$ cat src/rtl/pph_pkg.sv
// Shared types and constants for the pinhole point projection block.
// Used by the row dot product, the divider cell and the top level.
package pph_pkg;

  // Width of an exact row sum of four 64-bit products.
  localparam int SUM_W = 66;
  // Quotient bits produced by the divider chain, one per cell.
  localparam int QBITS = 33;

  localparam int CFG_IDX_W = 3;

  typedef enum logic [CFG_IDX_W-1:0] {
    REG_R0_C01    = 3'd0,
    REG_R0_C23    = 3'd1,
    REG_R1_C01    = 3'd2,
    REG_R1_C23    = 3'd3,
    REG_R2_C01    = 3'd4,
    REG_R2_C23    = 3'd5,
    REG_MIN_DEPTH = 3'd6
  } pph_reg_t;

  // Control word that travels beside the data through the divider cells.
  typedef struct packed {
    logic valid;
    logic in_front;
    logic neg_u;
    logic neg_v;
    logic ovf_u;
    logic ovf_v;
  } pph_ctl_t;

endpackage

$ cat src/rtl/pph_div_cell.sv
// One restoring-division cell: decides quotient bit K for both lanes.
// Cells are chained; each hands remainders and control to the next. Uses pph_pkg.
module pph_div_cell
  import pph_pkg::*;
#(
  parameter int FRAC_BITS = 16,
  parameter int K         = 0
) (
  input  logic                                clk,
  input  logic                                rst_n,
  input  logic                                en,
  input  pph_ctl_t                            ctl_i,
  input  logic [SUM_W-1:0]                    den_i,
  input  logic [SUM_W+FRAC_BITS-1:0]          rem_u_i,
  input  logic [SUM_W+FRAC_BITS-1:0]          rem_v_i,
  input  logic [QBITS-1:0]                    q_u_i,
  input  logic [QBITS-1:0]                    q_v_i,
  output pph_ctl_t                            ctl_r,
  output logic [SUM_W-1:0]                    den_r,
  output logic [SUM_W+FRAC_BITS-1:0]          rem_u_r,
  output logic [SUM_W+FRAC_BITS-1:0]          rem_v_r,
  output logic [QBITS-1:0]                    q_u_r,
  output logic [QBITS-1:0]                    q_v_r
);

  localparam int NW = SUM_W + FRAC_BITS;
  localparam int CW = NW + QBITS;

  logic [CW-1:0] dk, ru, rv;
  logic          den_nz;
  logic          take_u, take_v;
  logic [NW-1:0] rem_u_nxt, rem_v_nxt;
  logic [QBITS-1:0] q_u_nxt, q_v_nxt;

  assign dk = CW'(den_i) << K;
  assign ru = CW'(rem_u_i);
  assign rv = CW'(rem_v_i);
  // A zero divisor takes nothing, so a zero numerator over zero depth gives zero.
  assign den_nz = (den_i != '0);
  assign take_u = den_nz && (ru >= dk);
  assign take_v = den_nz && (rv >= dk);
  assign rem_u_nxt = take_u ? NW'(ru - dk) : rem_u_i;
  assign rem_v_nxt = take_v ? NW'(rv - dk) : rem_v_i;
  assign q_u_nxt = {q_u_i[QBITS-2:0], take_u};
  assign q_v_nxt = {q_v_i[QBITS-2:0], take_v};

  always_ff @(posedge clk) begin
    if (!rst_n) begin
      ctl_r <= '0;
    end else if (en) begin
      ctl_r <= ctl_i;
    end
  end

  always_ff @(posedge clk) begin
    if (en) begin
      den_r   <= den_i;
      rem_u_r <= rem_u_nxt;
      rem_v_r <= rem_v_nxt;
      q_u_r   <= q_u_nxt;
      q_v_r   <= q_v_nxt;
    end
  end

endmodule

$ cat config.mk
export PLATFORM = sky130hd
export DESIGN_NAME = pph_div_cell
export DESIGN_NICKNAME = d
export VERILOG_FILES = /design/src/rtl/pph_pkg.sv /design/src/rtl/pph_div_cell.sv
export SDC_FILE = /design/constraint.sdc
export NUM_CORES = 1
export LEC_CHECK = 0
export BUFFER_PORTS_ARGS = -buffer_cell sky130_fd_sc_hd__buf_4
export CORE_AREA = 2 2 238 240
export DETAILED_ROUTE_END_ITERATION = 12
export DIE_AREA = 0 0 240 242
export GPL_TIMING_DRIVEN = 0
export PLACE_DENSITY = 0.63
export SYNTH_ARGS = -nofsm -noshare
export SYNTH_HDL_FRONTEND = slang
export SYNTH_SLANG_ARGS = --single-unit
$ cat constraint.sdc
create_clock -name clk -period 3.6 [get_ports clk]
set_input_delay 0.18 -clock clk [delete_from_list [all_inputs] [get_ports clk]]
set_output_delay 0.18 -clock clk [all_outputs]
set_load 0.005 [all_outputs]
==> impl_metrics.yaml, run 1 <==
detailed_routing:
  dr.pass1.iters: 6
  routedWlPerCell_um: 22.10
  drt_iter0_markers: 1297
  drc: 0
  routed_wl_mm: 82.54
  vias: 19710
  ant_nets: 0
  viasPerCell: 5.278
global_routing:
  overflow: 0
  grt_usage: 0.2725
  grt_start_max_net_pins: 131
  antenna_found_initial: 4
  grt_pass1_wl_mm: 120.4
  grt_pass1_vias: 19800
clock_network:
  cts_made_buffers: 37
  clock-sinks: 302
  cts_tree: "yes"
  clock_latency_ns: 0.55
  h-tree-depth: 2
  path_clk_slew_ns: 0.06
  clockBufferDepth: 3
  cts-root-buf: "clkbuf_16"
timing:
  rsz0062_at_grt: "yes"
  fmax_mhz: 280.2
  hold_violations: 1
  fin_hold_ws_ns: -0.001080
  worst_slack_ns: 0.03097
  max_slew.worst_pin.slew_ns: 0.9469
  slew_headroom: 0.3629
  fin_skew_ns: 0
  finalSetupViolCount: 0
  fin_crit_sh: 0.9914
  period_needed_ns: 3.569
  finalMaxSlewViolations: 0
layout:
  final_common_cell: "buf_4"
  syn2layout_area_growth_pct: 51.65
  utilization: 0.5326
  drive_above_1_share: 0.2709
  final_cell_mix: "621 x buf_4, 296 x edfxtp_1, 296 x dlygate4sd3_1"
  final_cells: 3734
  fin_nets: 3383
  fill_cells: 5039
yosys:
  syn_nets: 2431
  synth_cell_type_count: 85
  syn_area_per_cell_um2: 9.827
  ys_warn_count: 0
  synth_top_area_share: 0.4541
  syn_inst: 1992
  ys.flop_type: "edfxtp_1"
  netlist_area_um2: 19580
  synth_edf_count: 296
  async_flop_share: 0
  synth_largest_area_cell: "edfxtp_1"
  synth-seq-cells: 302
  synthTopCellsByArea: "edfxtp_1 45%, ha_1 8.4%, o21ai_0 5.0%, nand2_1 4.8%, a21oi_1 4.6%"
  yosysSeqAreaShare: 0.4602
floorplanning:
  ios: 607
  initial_utilization: 0.3512
  dieHeight_um: 242
  die_w_um: 240
  row_count: 87
  core_um2: 55730
  dieArea_um2: 58080
critical_path:
  worstSetupPathType: "input pin to flip-flop"
  crit_fanout: 7
  cp-end-kind: "flip-flop"
  reg2reg_to: "ctl_r[1]"
  reg2reg_slack_ns: 2.40
  critical_path_required_ns: 3.90
  arrival_ns: 3.87
  r2r_start: "ctl_r[1]"
  start_kind: "input pin"
  r2r_cells: 3
job:
  cap_violations: 0
worst_hold_path:
  hp-class: "input pin to flip-flop"
  hold_path_depth: 3
  worstHoldEndpoint: "rem_v_r[33]"
  hp-start: "rem_v_i[33]"
place:
  place_congestion: 1.015
  dp.cells: 3353
  port_buffers: 603
  hpwl_mm: 63.40
  dp_slack_ns: -2.083
power:
  power_density_nw_per_um2: 389.5
  p_total_uw: 11560
  peakVddDrop_uv: 368.2
  power_leakage_uw: 0.01228
outcome:
  violations: "hold timing"
  outcome: "finished, violations left"
## registers in the layout, summed over array words and instances, names as in the netlist
name and cells:
q_v_r 33, ctl_r 6, den_r 66, rem_u_r 82
rem_v_r 82, q_u_r 33
## synthesized netlist by cell type (all sizes together) (5+ instances only)
master,n
nor4,27
dfxtp,6
clkbuf,45
o21bai,46
inv,117
edfxtp,296
or2,5
a221oi,6
nor3,41
nand2,249
a211oi,13
nand4,51
and2,10
nor2,91
a211o,5
a21o,47
a31oi,18
o21a,12
o21ai,202
o31ai,9
nand3,23
a21oi,181
buf,40
o211ai,17
and3,11
mux2i,6
xor2,70
o2111ai,5
nand2b,23
or3,16
ha,132
nor2b,16
xnor2,87
## metrics by stage
stage                     cell area, µm²  TNS, ns
after floorplan                    19580        0
after global placement             25050  -226.33
after detailed placement           25110  -227.53
after CTS                          29430        0
after global routing               29680  -0.3242
final                              29680        0
## cell type report
type	instances	area, µm²	area share
multi-input combinational	1488	10040	0.3382
inverter	117	439.2	0.01479
sequential	302	9009	0.3035
timing repair buffer	913	7650	0.2577
clock buffer	47	983.4	0.03313
buffer	85	445.4	0.01501
clock inverter	20	158.9	0.005353
antenna	6	15.01	0.0005058
tap	756	945.9	0.03187
## how the worst max path moves through the flow
stage / from / to / slack (ns) / cells past startpoint
2_1_floorplan: rem_u_i[0] / rem_u_r[11] / 0.05 / 15
3_3_place_gp: den_i[0] / rem_u_r[0] / -2.09 / 16
3_5_place_dp: den_i[0] / rem_u_r[0] / -2.08 / 16
4_1_cts: rem_u_i[51] / rem_u_r[79] / 0.004 / 13
5_1_grt: den_i[1] / rem_u_r[71] / -0.05 / 15
6_report: den_i[0] / rem_u_r[71] / 0.03 / 16
## per-layer routing
| layer | GRT usage | part of all wire |
|---|---|---|
| met5 | 0 | 0 |
| met2 | 0.4731 | 0.49 |
| met1 | 0.3387 | 0.41 |
| met3 | 0.05811 | 0.077 |
| met4 | 0.07764 | 0.026 |
## power by group
part / switching, µW / internal, µW / total [µW] / leakage, µW
Combinational: 1790 / 1630 / 3420 / 0.00878
Clock: 1570 / 2030 / 3600 / 0.000558
Sequential: 143 / 4400 / 4540 / 0.00295
Total: 3500 / 8060 / 11600 / 0.0123
## cell families (layout without fill, tap and decap cells)
family / after synthesis / count (layout) / share of synthesized area
xor+xnor: 157 / 157 / 0.07025
simple gates: 580 / 580 / 0.1428
buf+inv: 202 / 1182 / 0.04257
flops: 302 / 302 / 0.4602
other cells: 0 / 6 / 0
mux: 10 / 10 / 0.005369
compound gates: 607 / 607 / 0.1924
fa+ha+maj: 134 / 134 / 0.08642
## timing repair
action,CTS,global route
hold endpoints to repair,293,0
pin swaps,5,10
hold buffers,296,0
endpoints found under the setup margin,165,75
resized for setup,40,47
buffers inserted,5,7
## worst max-delay path, stage by stage
cell and delay [ns]:
buf_4 0.14, ha_1 0.18, inv_1 0.05, fa_1 0.40, a21o_1 0.22, a311o_1 0.41, a21oi_4 0.22, o21ai_2 0.16
a21oi_4 0.25, o211a_4 0.28, o211ai_2 0.21, o31ai_4 0.37, buf_8 0.23, a2111o_1 0.29, nor3_1 0.10, xor2_1 0.16
No activity file was read; power rests on OpenSTA's default activity.
==> run 2: changes to the inputs <==
--- a/config.mk
+++ b/config.mk
@@ -11,6 +11,7 @@
 export DIE_AREA = 0 0 240 242
 export GPL_TIMING_DRIVEN = 0
 export PLACE_DENSITY = 0.63
+export SETUP_SLACK_MARGIN = 0.2
 export SYNTH_ARGS = -nofsm -noshare
 export SYNTH_HDL_FRONTEND = slang
 export SYNTH_SLANG_ARGS = --single-unit
==> run 2 against run 1 <==
Effect of this change:
- the run now ends clean
- sequential share of layout area fell by 0.28 points
- sequential power barely moved
- setup slack improved by 0.18 ns
- critical endpoint is now rem_u_r[81]
- largest cell class unchanged
- highest routed layer is now met5
==> impl_metrics.yaml, run 2 (same netlist as run 1, synthesis figures left out) <==
power:
  power_density_nw_per_um2: 392.6
  power_leakage_uw: 0.01238
  peakVddDrop_uv: 360.2
  p_total_uw: 11760
global_routing:
  grt_pass1_vias: 19500
  grt_usage: 0.2759
  antenna_found_initial: 8
  grt_pass1_wl_mm: 121.2
  overflow: 0
  grt_start_max_net_pins: 128
critical_path:
  max_stage_delay_ns: 0.50
  worstSetupPathType: "input pin to flip-flop"
  arrival_ns: 3.70
  critical_path_required_ns: 3.91
  cp-end-kind: "flip-flop"
  worstPathCellList: "buf_4, inv_1, ha_1, clkbuf_1, a21oi_2, buf_4, o21bai_1, a21o_1, or3_1, o2111ai_2, a21oi_4, a31oi_2, o41ai_4, a21oi_1, o2111ai_2, xnor2_1"
  reg2reg_slack_ns: 2.39
  cp_slowest_cell: "a31oi_2"
  crit_fanout: 7
  start_kind: "input pin"
detailed_routing:
  drc: 0
  drt_iter0_markers: 1739
  viasPerCell: 5.274
  routedWlPerCell_um: 22.41
  vias: 19700
  ant_nets: 0
  routed_wl_mm: 83.69
  dr.pass1.iters: 5
layout:
  final_common_cell: "buf_4"
  fin_nets: 3384
  fill_cells: 4970
  top_regs: "rem_u_r: 82 flops, rem_v_r: 82 flops, den_r: 66 flops"
  fin_area_um2: 29960
  drive_above_1_share: 0.2858
  final_cell_mix: "633 x buf_4, 296 x edfxtp_1, 284 x dlygate4sd3_1"
  syn2layout_area_growth_pct: 53.05
  utilization: 0.5376
timing:
  slew_headroom: 0.2183
  max_slew.worst_pin.slew_ns: 1.162
  hold_violations: 0
  fin_crit_sh: 0.9421
  fmax_mhz: 294.8
  rsz0062_at_grt: "yes"
  fin_hold_ws_ns: 0.01488
  finalMaxSlewViolations: 0
  period_needed_ns: 3.392
  finalSetupViolCount: 0
  fin_skew_ns: 0
  fin_setup_tns_ns: 0
floorplanning:
  ios: 607
  dieHeight_um: 242
  core_um2: 55730
  dieArea_um2: 58080
  die_w_um: 240
  row_count: 87
  initial_utilization: 0.3512
place:
  hpwl_mm: 64.02
  place_area_um2: 25140
  port_buffers: 603
  place_congestion: 0.9563
clock_network:
  cts_tree: "yes"
  cts-root-buf: "clkbuf_16"
  h-tree-depth: 2
  cts_made_buffers: 37
  clock-sinks: 302
  path_clk_slew_ns: 0.06
  clockBufferDepth: 3
  clock_latency_ns: 0.56
job:
  cap_violations: 0
outcome:
  outcome: "complete, no violations"
worst_hold_path:
  hp-class: "input pin to flip-flop"
## run 2: metal layers
layer	vias to the layer above	share of wire	GRT usage
met2	828	0.49	0.4748
met3	138	0.074	0.05515
met1	9451	0.41	0.3427
met4	2	0.034	0.09390
li1	9279	-	-
met5	-	0.00016	0
## run 2: final timing paths
kind	startpoint	to	cells past startpoint
setup reg to reg	ctl_r[1]	ctl_r[1]	3
setup / recovery	den_i[18]	rem_u_r[81]	16
hold reg to reg	ctl_r[3]	ctl_r[3]	2
hold / removal	rem_v_i[16]	rem_v_r[16]	3
## run 2: worst max-delay path, delay by kind of cell
kind / cells / cell delay, ns
adders and majority gates: 1 / 0.24
buffers and inverters: 4 / 0.57
AOI/OAI and AO/OA: 9 / 2.12
xor gates and xnor gates: 1 / 0.16
and+or+nand+nor: 1 / 0.42
## run 2: where the power goes
group / switching [µW] / leakage (µW) / internal, µW
clock network: 1580 / 0.000575 / 2170
registers: 133 / 0.00295 / 4400
logic: 1820 / 0.00886 / 1660
total: 3540 / 0.0124 / 8220
## run 2: area by class of cell
cell class	instances	area [µm²]	share of cell area
clock buffer	47	984.7	0.03287
sequential	302	9009	0.3007
tap	756	945.9	0.03157
buffer	85	466.7	0.01558
clock inverter	18	203.9	0.006807
antenna	8	20.02	0.0006682
timing repair buffer	914	7645	0.2552
inverter	117	439.2	0.01466
multi-input combinational	1488	10250	0.3420
## run 2: per-stage QoR
step / instances / worst slack [ns]
floorplan: 1992 / 0.2049
global placement: 3351 / -1.460
detailed placement: 3353 / -1.461
CTS: 3717 / 0.1891
global route: 3734 / 0.1397
finish: 3735 / 0.2083
## run 2: timing repair
| item | in CTS | in global routing |
|---|---|---|
| buffers inserted | 15 | 10 |
| resized for setup | 54 | 85 |
| endpoints found under the setup margin | 165 | 91 |
| pin swaps | 12 | 19 |
| hold buffers | 284 | 0 |
| endpoints found under the hold margin | 283 | 0 |
